<file path="src/rtl/core/ptom_pkg.sv">
package ptom_pkg;

  localparam int unsigned FieldW = 32;

  typedef enum logic [1:0] {
    KIND_FILL   = 2'd0,
    KIND_DONE   = 2'd1,
    KIND_REJECT = 2'd2
  } kind_t;

  localparam logic CMD_INSERT = 1'b0;
  localparam logic CMD_MATCH  = 1'b1;
  localparam logic SIDE_BUY   = 1'b0;
  localparam logic SIDE_SELL  = 1'b1;

endpackage

</file>
<file path="src/rtl/core/ptom_compare.sv">
module ptom_compare
  import ptom_pkg::*;
(
  input  logic              want_side,
  input  logic              best_found,
  input  logic [FieldW-1:0] cand_price,
  input  logic [FieldW-1:0] best_price,
  input  logic [FieldW-1:0] cand_age,
  input  logic [FieldW-1:0] best_age,
  output logic              take
);

  logic better_price;
  logic same_price;

  always_comb begin
    better_price = (want_side == SIDE_BUY) ? (cand_price > best_price)
                                           : (cand_price < best_price);
    same_price   = (cand_price == best_price);
    take         = !best_found || better_price || (same_price && (cand_age > best_age));
  end

endmodule

</file>
<file path="src/rtl/core/price_time_order_matcher.sv">
// Price-time priority limit order book matcher.
// Input channel in_*: one order per transfer; tdata holds order_id, limit_price,
// order_volume from the lowest bit up, tuser holds cmd, side from bit 0.
// Output channel out_*: result records; tdata holds taker_id, resting_id, fill_volume,
// fill_price, remaining_volume from the lowest bit up, tuser = kind, tlast marks the
// last record of an item.
// An insert finds the first free slot; its record is offered the cycle
// after acceptance, and the next input is accepted the cycle after that record transfers.
// A match runs one scan per fill: the shared compare unit visits one slot per cycle.
// A scan visits every slot and then decides; a fill offers its record and passes through
// ST_EMIT before the next scan starts. After the last fill the done record follows a
// closing scan, which is skipped when the order is used up.
// in_tready is high only when the block is idle; one item is worked at a time.
// When the receiver stalls, the pending record holds in the output register; the sequencer
// keeps scanning and waits only when it has the next record to offer.
// Reset empties the store, zeroes the arrival counter and drops any record.
module price_time_order_matcher
  import ptom_pkg::*;
#(
  parameter int unsigned ORDER_SLOTS = 32
) (
  input  logic         clk,
  input  logic         rst_n,
  input  logic         in_tvalid,
  output logic         in_tready,
  input  logic [95:0]  in_tdata,   // order_id, limit_price, order_volume
  input  logic [1:0]   in_tuser,   // cmd, side
  output logic         out_tvalid,
  input  logic         out_tready,
  output logic [159:0] out_tdata,  // taker_id, resting_id, fill_volume, fill_price, remaining_volume
  output logic [1:0]   out_tuser,  // kind
  output logic         out_tlast
);

  localparam int unsigned IdxW = (ORDER_SLOTS > 1) ? $clog2(ORDER_SLOTS) : 1;
  localparam int unsigned CntW = $clog2(ORDER_SLOTS + 1);

  typedef enum logic [2:0] {
    ST_IDLE, ST_SCAN, ST_FILL, ST_EMIT, ST_DONE
  } state_t;

  state_t            state_r;
  logic [ORDER_SLOTS-1:0] valid_r;
  logic              side_mem [ORDER_SLOTS];
  logic [FieldW-1:0] price_mem [ORDER_SLOTS];
  logic [FieldW-1:0] vol_mem [ORDER_SLOTS];
  logic [FieldW-1:0] owner_mem [ORDER_SLOTS];
  logic [FieldW-1:0] arr_mem [ORDER_SLOTS];
  logic [FieldW-1:0] arrival_r;

  logic              side_r;
  logic [FieldW-1:0] id_r, limit_r, vol_r;
  logic [CntW-1:0]   scan_r;
  logic [CntW-1:0]   iter_r;
  logic              found_r;
  logic [IdxW-1:0]   best_r;
  logic [FieldW-1:0] bprice_r, bage_r;

  logic              ov_r, olast_r;
  kind_t             okind_r;
  logic [FieldW-1:0] orest_r, ofvol_r, ofprice_r, oremain_r;

  logic [IdxW-1:0]   cidx;
  logic              cand_ok, take;
  logic [FieldW-1:0] cage;
  logic              free_found;
  logic [IdxW-1:0]   free_idx;
  logic [FieldW-1:0] used;
  logic              price_ok;

  assign cidx    = scan_r[IdxW-1:0];
  assign cage    = arrival_r - arr_mem[cidx];
  assign cand_ok = valid_r[cidx] && (side_mem[cidx] == !side_r);

  ptom_compare u_cmp (
    .want_side  (!side_r),
    .best_found (found_r),
    .cand_price (price_mem[cidx]),
    .best_price (bprice_r),
    .cand_age   (cage),
    .best_age   (bage_r),
    .take       (take)
  );

  always_comb begin
    free_found = 1'b0;
    free_idx   = '0;
    for (int i = ORDER_SLOTS - 1; i >= 0; i--) begin
      if (!valid_r[i]) begin
        free_found = 1'b1;
        free_idx   = IdxW'(i);
      end
    end
    used     = (vol_mem[best_r] < vol_r) ? vol_mem[best_r] : vol_r;
    price_ok = (side_r == SIDE_BUY) ? (bprice_r <= limit_r) : (bprice_r >= limit_r);
  end

  assign in_tready  = (state_r == ST_IDLE) && !ov_r;
  assign out_tvalid = ov_r;
  assign out_tuser  = okind_r;
  assign out_tlast  = olast_r;
  assign out_tdata  = {oremain_r, ofprice_r, ofvol_r, orest_r, id_r};

  always_ff @(posedge clk) begin
    if (!rst_n) begin
      state_r   <= ST_IDLE;
      valid_r   <= '0;
      arrival_r <= '0;
      ov_r      <= 1'b0;
    end else begin
      if (ov_r && out_tready) ov_r <= 1'b0;
      case (state_r)
        ST_IDLE: begin
          if (in_tvalid && in_tready) begin
            side_r  <= in_tuser[1];
            id_r    <= in_tdata[31:0];
            limit_r <= in_tdata[63:32];
            vol_r   <= in_tdata[95:64];
            orest_r <= '0; ofvol_r <= '0; ofprice_r <= '0;
            oremain_r <= in_tdata[95:64];
            olast_r <= 1'b1;
            iter_r  <= '0;
            scan_r  <= '0;
            found_r <= 1'b0;
            if (in_tuser[0] == CMD_MATCH) begin
              state_r <= ST_SCAN;
            end else begin
              ov_r <= 1'b1;
              if (in_tdata[95:64] == '0) begin
                okind_r <= KIND_DONE;
              end else if (!free_found) begin
                okind_r <= KIND_REJECT;
              end else begin
                okind_r <= KIND_DONE;
                valid_r[free_idx]   <= 1'b1;
                side_mem[free_idx]  <= in_tuser[1];
                price_mem[free_idx] <= in_tdata[63:32];
                vol_mem[free_idx]   <= in_tdata[95:64];
                owner_mem[free_idx] <= in_tdata[31:0];
                arr_mem[free_idx]   <= arrival_r;
                arrival_r <= arrival_r + 1'b1;
              end
            end
          end
        end
        ST_SCAN: begin
          if (vol_r == '0 || iter_r == CntW'(ORDER_SLOTS)) begin
            state_r <= ST_DONE;
          end else if (scan_r == CntW'(ORDER_SLOTS)) begin
            state_r <= (found_r && price_ok) ? ST_FILL : ST_DONE;
          end else begin
            if (cand_ok && take) begin
              found_r  <= 1'b1;
              best_r   <= cidx;
              bprice_r <= price_mem[cidx];
              bage_r   <= cage;
            end
            scan_r <= scan_r + 1'b1;
          end
        end
        ST_FILL: begin
          if (!ov_r) begin
            ov_r      <= 1'b1;
            okind_r   <= KIND_FILL;
            orest_r   <= owner_mem[best_r];
            ofvol_r   <= used;
            ofprice_r <= bprice_r;
            oremain_r <= vol_r - used;
            olast_r   <= 1'b0;
            vol_r     <= vol_r - used;
            vol_mem[best_r] <= vol_mem[best_r] - used;
            if (vol_mem[best_r] == used) valid_r[best_r] <= 1'b0;
            iter_r  <= iter_r + 1'b1;
            scan_r  <= '0;
            found_r <= 1'b0;
            state_r <= ST_EMIT;
          end
        end
        ST_EMIT: begin
          state_r <= ST_SCAN;
        end
        ST_DONE: begin
          if (!ov_r) begin
            ov_r      <= 1'b1;
            okind_r   <= KIND_DONE;
            orest_r   <= '0; ofvol_r <= '0; ofprice_r <= '0;
            oremain_r <= vol_r;
            olast_r   <= 1'b1;
            state_r   <= ST_IDLE;
          end
        end
        default: state_r <= ST_IDLE;
      endcase
    end
  end

endmodule

</file>
<file path="config.mk">
export PLATFORM = sky130hd
export DESIGN_NAME = price_time_order_matcher
export DESIGN_NICKNAME = d
export VERILOG_FILES = /design/src/rtl/core/ptom_pkg.sv /design/src/rtl/core/ptom_compare.sv /design/src/rtl/core/price_time_order_matcher.sv
export SDC_FILE = /design/constraint.sdc
export NUM_CORES = 2
export LEC_CHECK = 0
export BUFFER_PORTS_ARGS = -buffer_cell sky130_fd_sc_hd__buf_2
export CORE_ASPECT_RATIO = 0.6
export CORE_MARGIN = 10
export CORE_UTILIZATION = 50
export DETAILED_ROUTE_END_ITERATION = 6
export PLACE_DENSITY = 0.64
export SETUP_SLACK_MARGIN = 0.2
export SYNTH_ARGS = -nofsm -noshare
export SYNTH_HDL_FRONTEND = slang
export SYNTH_MEMORY_MAX_BITS = 65536
export SYNTH_SLANG_ARGS = --single-unit
</file>
<file path="constraint.sdc">
create_clock -name clk -period 49.9 [get_ports clk]
set_input_delay 4.99 -clock clk [delete_from_list [all_inputs] [get_ports clk]]
set_output_delay 4.99 -clock clk [all_outputs]
set_load 0.05 [all_outputs]
</file>
# ---- After elaboration in Yosys (flattened, before gate mapping)
# Memories as Yosys holds them, arrays and structs flattened. A register that Yosys moved wholly into a read port is not among the register bits.
# Index checks and enable logic that the tools add are counted.
dict set report classes {
  n_lt_le_gt_ge 11
  n_addsub 6
  bitwise_logic 7
  muxes 148
  n_eq_ne 21
  reduce_logical 33
}
# operator count
set ops {}
lappend ops {{$mux W32} 16}
lappend ops {{$pmux W32 S3} 4}
lappend ops {{$mux W5} 38}
lappend ops {{$pmux W32 S2} 2}
lappend ops {{$sub A32 B32 Y32} 3}
lappend ops {{$eq A32 B32 Y1} 2}
lappend ops {{$gt A32 B32 Y1} 2}
lappend ops {{$logic_not A32 Y1} 2}
lappend ops {{$lt A32 B32 Y1} 2}
lappend ops {{$mux W1} 60}
lappend ops {{$add A32 B1 Y32 const B} 1}
lappend ops {{$and A32 B32 Y32} 1}
lappend ops {{$ge A32 B32 Y1} 1}
lappend ops {{$le A32 B32 Y1} 1}
lappend ops {{$not A32 Y32} 1}
lappend ops {{$or A32 B32 Y32} 1}
lappend ops {{$reduce_or A32 Y1} 1}
lappend ops {{$mux W6} 5}
lappend ops {{$mux W3} 7}
lappend ops {{$ne A2 B2 Y1 const B} 10}
lappend ops {{$reduce_and A5 Y1} 4}
lappend ops {{$lt A5 B6 Y1 const B} 3}
lappend ops {{$pmux W6 S3} 1}
lappend ops {{$pmux W3 S5} 1}
lappend ops {{28 further kinds} 57}
dict set report word_totals {
  output_inout_bits 165
  inputBits 102
  elab_cells 251
  memories 5
  ramBits 4128
  register_bits 378
}
# memory words word_bits rd rd_clocked_by_memory_dff write_ports line
set memory_table {}
lappend memory_table {arr_mem 32 32 1 1 1 price_time_order_matcher.sv:48} ;# logic [FieldW-1:0] arr_mem [ORDER_SLOTS];
lappend memory_table {owner_mem 32 32 1 1 1 price_time_order_matcher.sv:47} ;# logic [FieldW-1:0] owner_mem [ORDER_SLOTS];
lappend memory_table {price_mem 32 32 1 1 1 price_time_order_matcher.sv:45} ;# logic [FieldW-1:0] price_mem [ORDER_SLOTS];
lappend memory_table {vol_mem 32 32 1 1 1 price_time_order_matcher.sv:46} ;# logic [FieldW-1:0] vol_mem [ORDER_SLOTS];
lappend memory_table {side_mem 32 1 1 1 1 price_time_order_matcher.sv:44} ;# logic side_mem [ORDER_SLOTS];

# ---- Longest topological paths before layout
dict set report depth {
  word_depth 42
  ltp_mapped 32
  mapped_depth_nobuf 27
}

# ---- By module
# A second synthesis with hierarchy kept.
dict set report unflattened {
  hier_cells 8391
  area_unflattened_um2 180063.9
}
# module instances seq_area_each_um2 cells_each area_each_um2
set modules_own_cells {}
lappend modules_own_cells {price_time_order_matcher 1 134829.3 8162 178426.1}
lappend modules_own_cells {ptom_compare 1 0.0 229 1637.8}

# ---- Worst setup path after synthesis
# No wires, ideal clock.
dict set report synth_path {
  path_type {input to register}
  startpoint {input port rst_n}
  endpoint {register ofprice_r[0], enable pin}
  slack_ns 23.444
  arrival_time_ns 25.151
  n_path_buf 0
  setup_time_ns 1.305
  cell_stages 2
  required_time_ns 48.595
  path_cell_list {nand2b_1 -> a2111oi_0}
}
dict set report synth_between {
  elab_chain_cells 1
}
# element line
set synth_rtl {}
lappend synth_rtl {{start: declaration} price_time_order_matcher.sv:23} ;# input logic rst_n,
lappend synth_rtl {{$reduce_and A5 Y1 (no line)} n/a}
lappend synth_rtl {{end signal: assignment} price_time_order_matcher.sv:167} ;# ofprice_r <= bprice_r;
lappend synth_rtl {{end: declaration} price_time_order_matcher.sv:61} ;# logic [FieldW-1:0] orest_r, ofvol_r, ofprice_r, oremain_r;
# Every way passes these cells.
# A chain may end at the register's enable or synchronous reset.

==> metrics.txt <==
commonest cells after routing, fill and taps aside edfxtp_1 (4438), mux4_2 (1297), clkbuf_16 (419), buf_2 (266), nor2_1 (237); post-cts gate resize count 0; Vias/cell 6.55; Final period util 27.7%; pin slew with the least headroom to its limit 1.38 ns; most common cell after layout, fill and taps aside edfxtp_1; GRT overflow 0; total iterations of the first detailed-routing run 5; IO buf count 266; Sink Count 4516; Post-synth EDFFs 4438; clock-pin slew on the worst setup and hold paths 0.06 ns; CP Buf/Inv Count 6; status finished, final reports clean; ys async rst share 0%; clock buffer depth 4; wire per inst 35.0 microns; worst-skew pair later-pin latency 0.98 ns; Std-Cell Rows 170; power per cell area 38.6 mW/mm^2; Antenna Violating Nets Remaining 0; Distinct cells, synth 78; largest net degree at the start of global routing 129; hold buffers post-CTS 0; leakage 65.7 nW; Power, Total 7.75 mW; synthesis-to-layout area growth 11.9%; die width 793 microns; vias in the first global route 88200; syn_area_per_cell 21.7 sq um; clk_skew 0.0758 ns; CTS buffer count 415; Die Height 484 microns; CORE AREA 0.357 sq mm; dominant synthesized flop cell edfxtp_1; Worst path slowest cell dfxtp_4; placer congestion estimate 0.917; Syn Nets 8587; setup violators final 0; Worst Setup Path Type reg -> reg; Initial Utilization 50.2%; Layout Utilization 56.2%; CP Capture Type flop; Slew Viols, Final 0; Mapped Area 0.179 sq mm; DRT iter0 DRCs 12900; CP Max Fanout 79; H-tree levels 5; full die area 0.384 sq mm; Filler cells 26100; via count 90700; Post-CTS Setup Repair Bufs 0; hpwl dp 270 mm; Post-Synthesis Cells 8257; register area 0.135 sq mm; Global Route Usage Sum 24.9%; Min Hold Slack 0.543 ns; initial antenna violation count 33; total length of routed wires 484 mm; Max Freq 72.2 MHz; delay-heaviest family, CP compound AO/OA/AOI/OAI gates; final routed DRC violation total 0; CP peak stage delay 1.00 ns; Seq/Total Area, Yosys 75.2%; Fin. Hold Viols 0; Startpoint Class flop; Yosys warnings 0; Worst slew margin 8.08%; maximum VDD drop 0.0000302 V; post-layout minimum cycle time 13.85 ns; Worst EP arrival 14.46 ns; TritonCTS clock tree yes; layout cells sized above 1 28.1%; CTS Root Cell clkbuf_16; RSZ-0062 raised after global routing no; min-delay src valid_r[3]; multi-input logic area 0.0430 sq mm; max cap viols 0; hold crit path type reg -> reg; data required time at the worst endpoint 50.51 ns; setup_tns 0 ns; #FFs+latches synth 4516; first-pass GRT wire length 685 mm; Layout Nets 9100; I/O pin count 267
-- routing by layer --
metal | global-route usage [%] | part of all wire (%) | vias to the layer above
li1 | - | - | 35800
met1 | 39.8 | 43 | 49100
met2 | 35.4 | 44 | 5129
met3 | 5.39 | 11 | 640
met4 | 5.20 | 2.1 | 4
met5 | 0 | 0.0054 | -
-- sequential cells by signal, indices dropped and copies added (netlist names), 1024 cells and up, named ones only --
register   count
arr_mem     1024
owner_mem   1024
price_mem   1024
vol_mem     1024
-- through the flow --
| step | worst slack, ns | instances | cell area (sq um) |
|---|---|---|---|
| floorplan | 23.44 | 8257 | 179000 |
| global route | 34.91 | 13800 | 201000 |
| finish | 36.05 | 13800 | 201000 |
| CTS | 36.07 | 13800 | 201000 |
| global placement | 36.17 | 13100 | 187000 |
| detailed placement | 36.13 | 13100 | 187000 |
-- Yosys cell counts (8+ instances only) --
library cell	count	area [sq um]
buf_2	54	270
a21oi_1	126	631
nand3_1	44	220
nand3b_1	10	75.1
nand2_1	235	882
nor4_1	31	194
a221o_1	11	110
o21a_1	21	158
mux2_2	72	811
xnor2_1	55	482
o211ai_1	28	210
ha_1	225	2820
mux4_2	1297	29200
o21ai_0	148	741
a211oi_1	21	158
o21bai_1	10	75.1
edfxtp_1	4438	133000
nand4_1	42	263
o221a_2	8	90.1
a21o_1	77	578
nor2b_1	18	113
inv_1	174	653
and4_1	11	96.3
dfxtp_1	78	1560
a31oi_1	18	113
xor2_1	56	490
mux2i_1	103	1030
and3_1	25	156
nand2b_1	25	156
nor2_1	303	1140
buf_1	64	240
nor3_1	29	145
a22oi_1	20	150
or3_1	14	87.6
and2_1	14	87.6
clkbuf_1	245	920
-- power by group --
group          switching (mW)  internal [mW]  leakage (nW)
clock                    1.40           1.74          6.45
combinational           0.252          0.157          17.1
sequential             0.0203           4.17          42.1
-- cell type report --
type                            count  share of cell area (%)
Sequential cell                  4516                    67.2
Multi-Input combinational cell   3196                    21.4
Clock buffer                      517                    5.43
Tap cell                         4730                    2.95
Timing Repair Buffer              466                    1.50
Clock inverter                    236                    1.16
Inverter                          175                   0.332
Antenna cell                       13                  0.0162
-- worst paths after layout --
kind	slack [ns]	end	cells after the start
setup / recovery	36.05	vol_mem[12][30]	30
hold / removal	0.54	valid_r[3]	2
setup reg to reg	36.05	vol_mem[12][30]	30
hold reg to reg	0.54	valid_r[3]	2
-- worst register-to-register path, delay by kind of cell (launching register included) --
family / cells / cell delay (ns)
buf+inv: 6 / 4.04
fa+ha+maj: 3 / 0.93
compound gates: 16 / 5.67
simple gates: 1 / 0.16
flops: 1 / 1.00
mux: 3 / 1.60
xor+xnor: 1 / 0.10
-- logic make-up (layout without fill, tap and decap cells) --
logic type | after synthesis | after routing | share of synthesized area, %
other | 0 | 13 | 0
flip-flops | 4516 | 4516 | 75.2
AND/OR/NAND/NOR | 820 | 820 | 2.10
AO/OA/AOI/OAI | 564 | 564 | 2.06
adder cells (fa/ha/maj) | 228 | 228 | 1.60
buffers and inverters | 545 | 1394 | 1.19
multiplexers | 1472 | 1472 | 17.3
XOR/XNOR | 112 | 112 | 0.551
(Power assumes the default switching activity.)
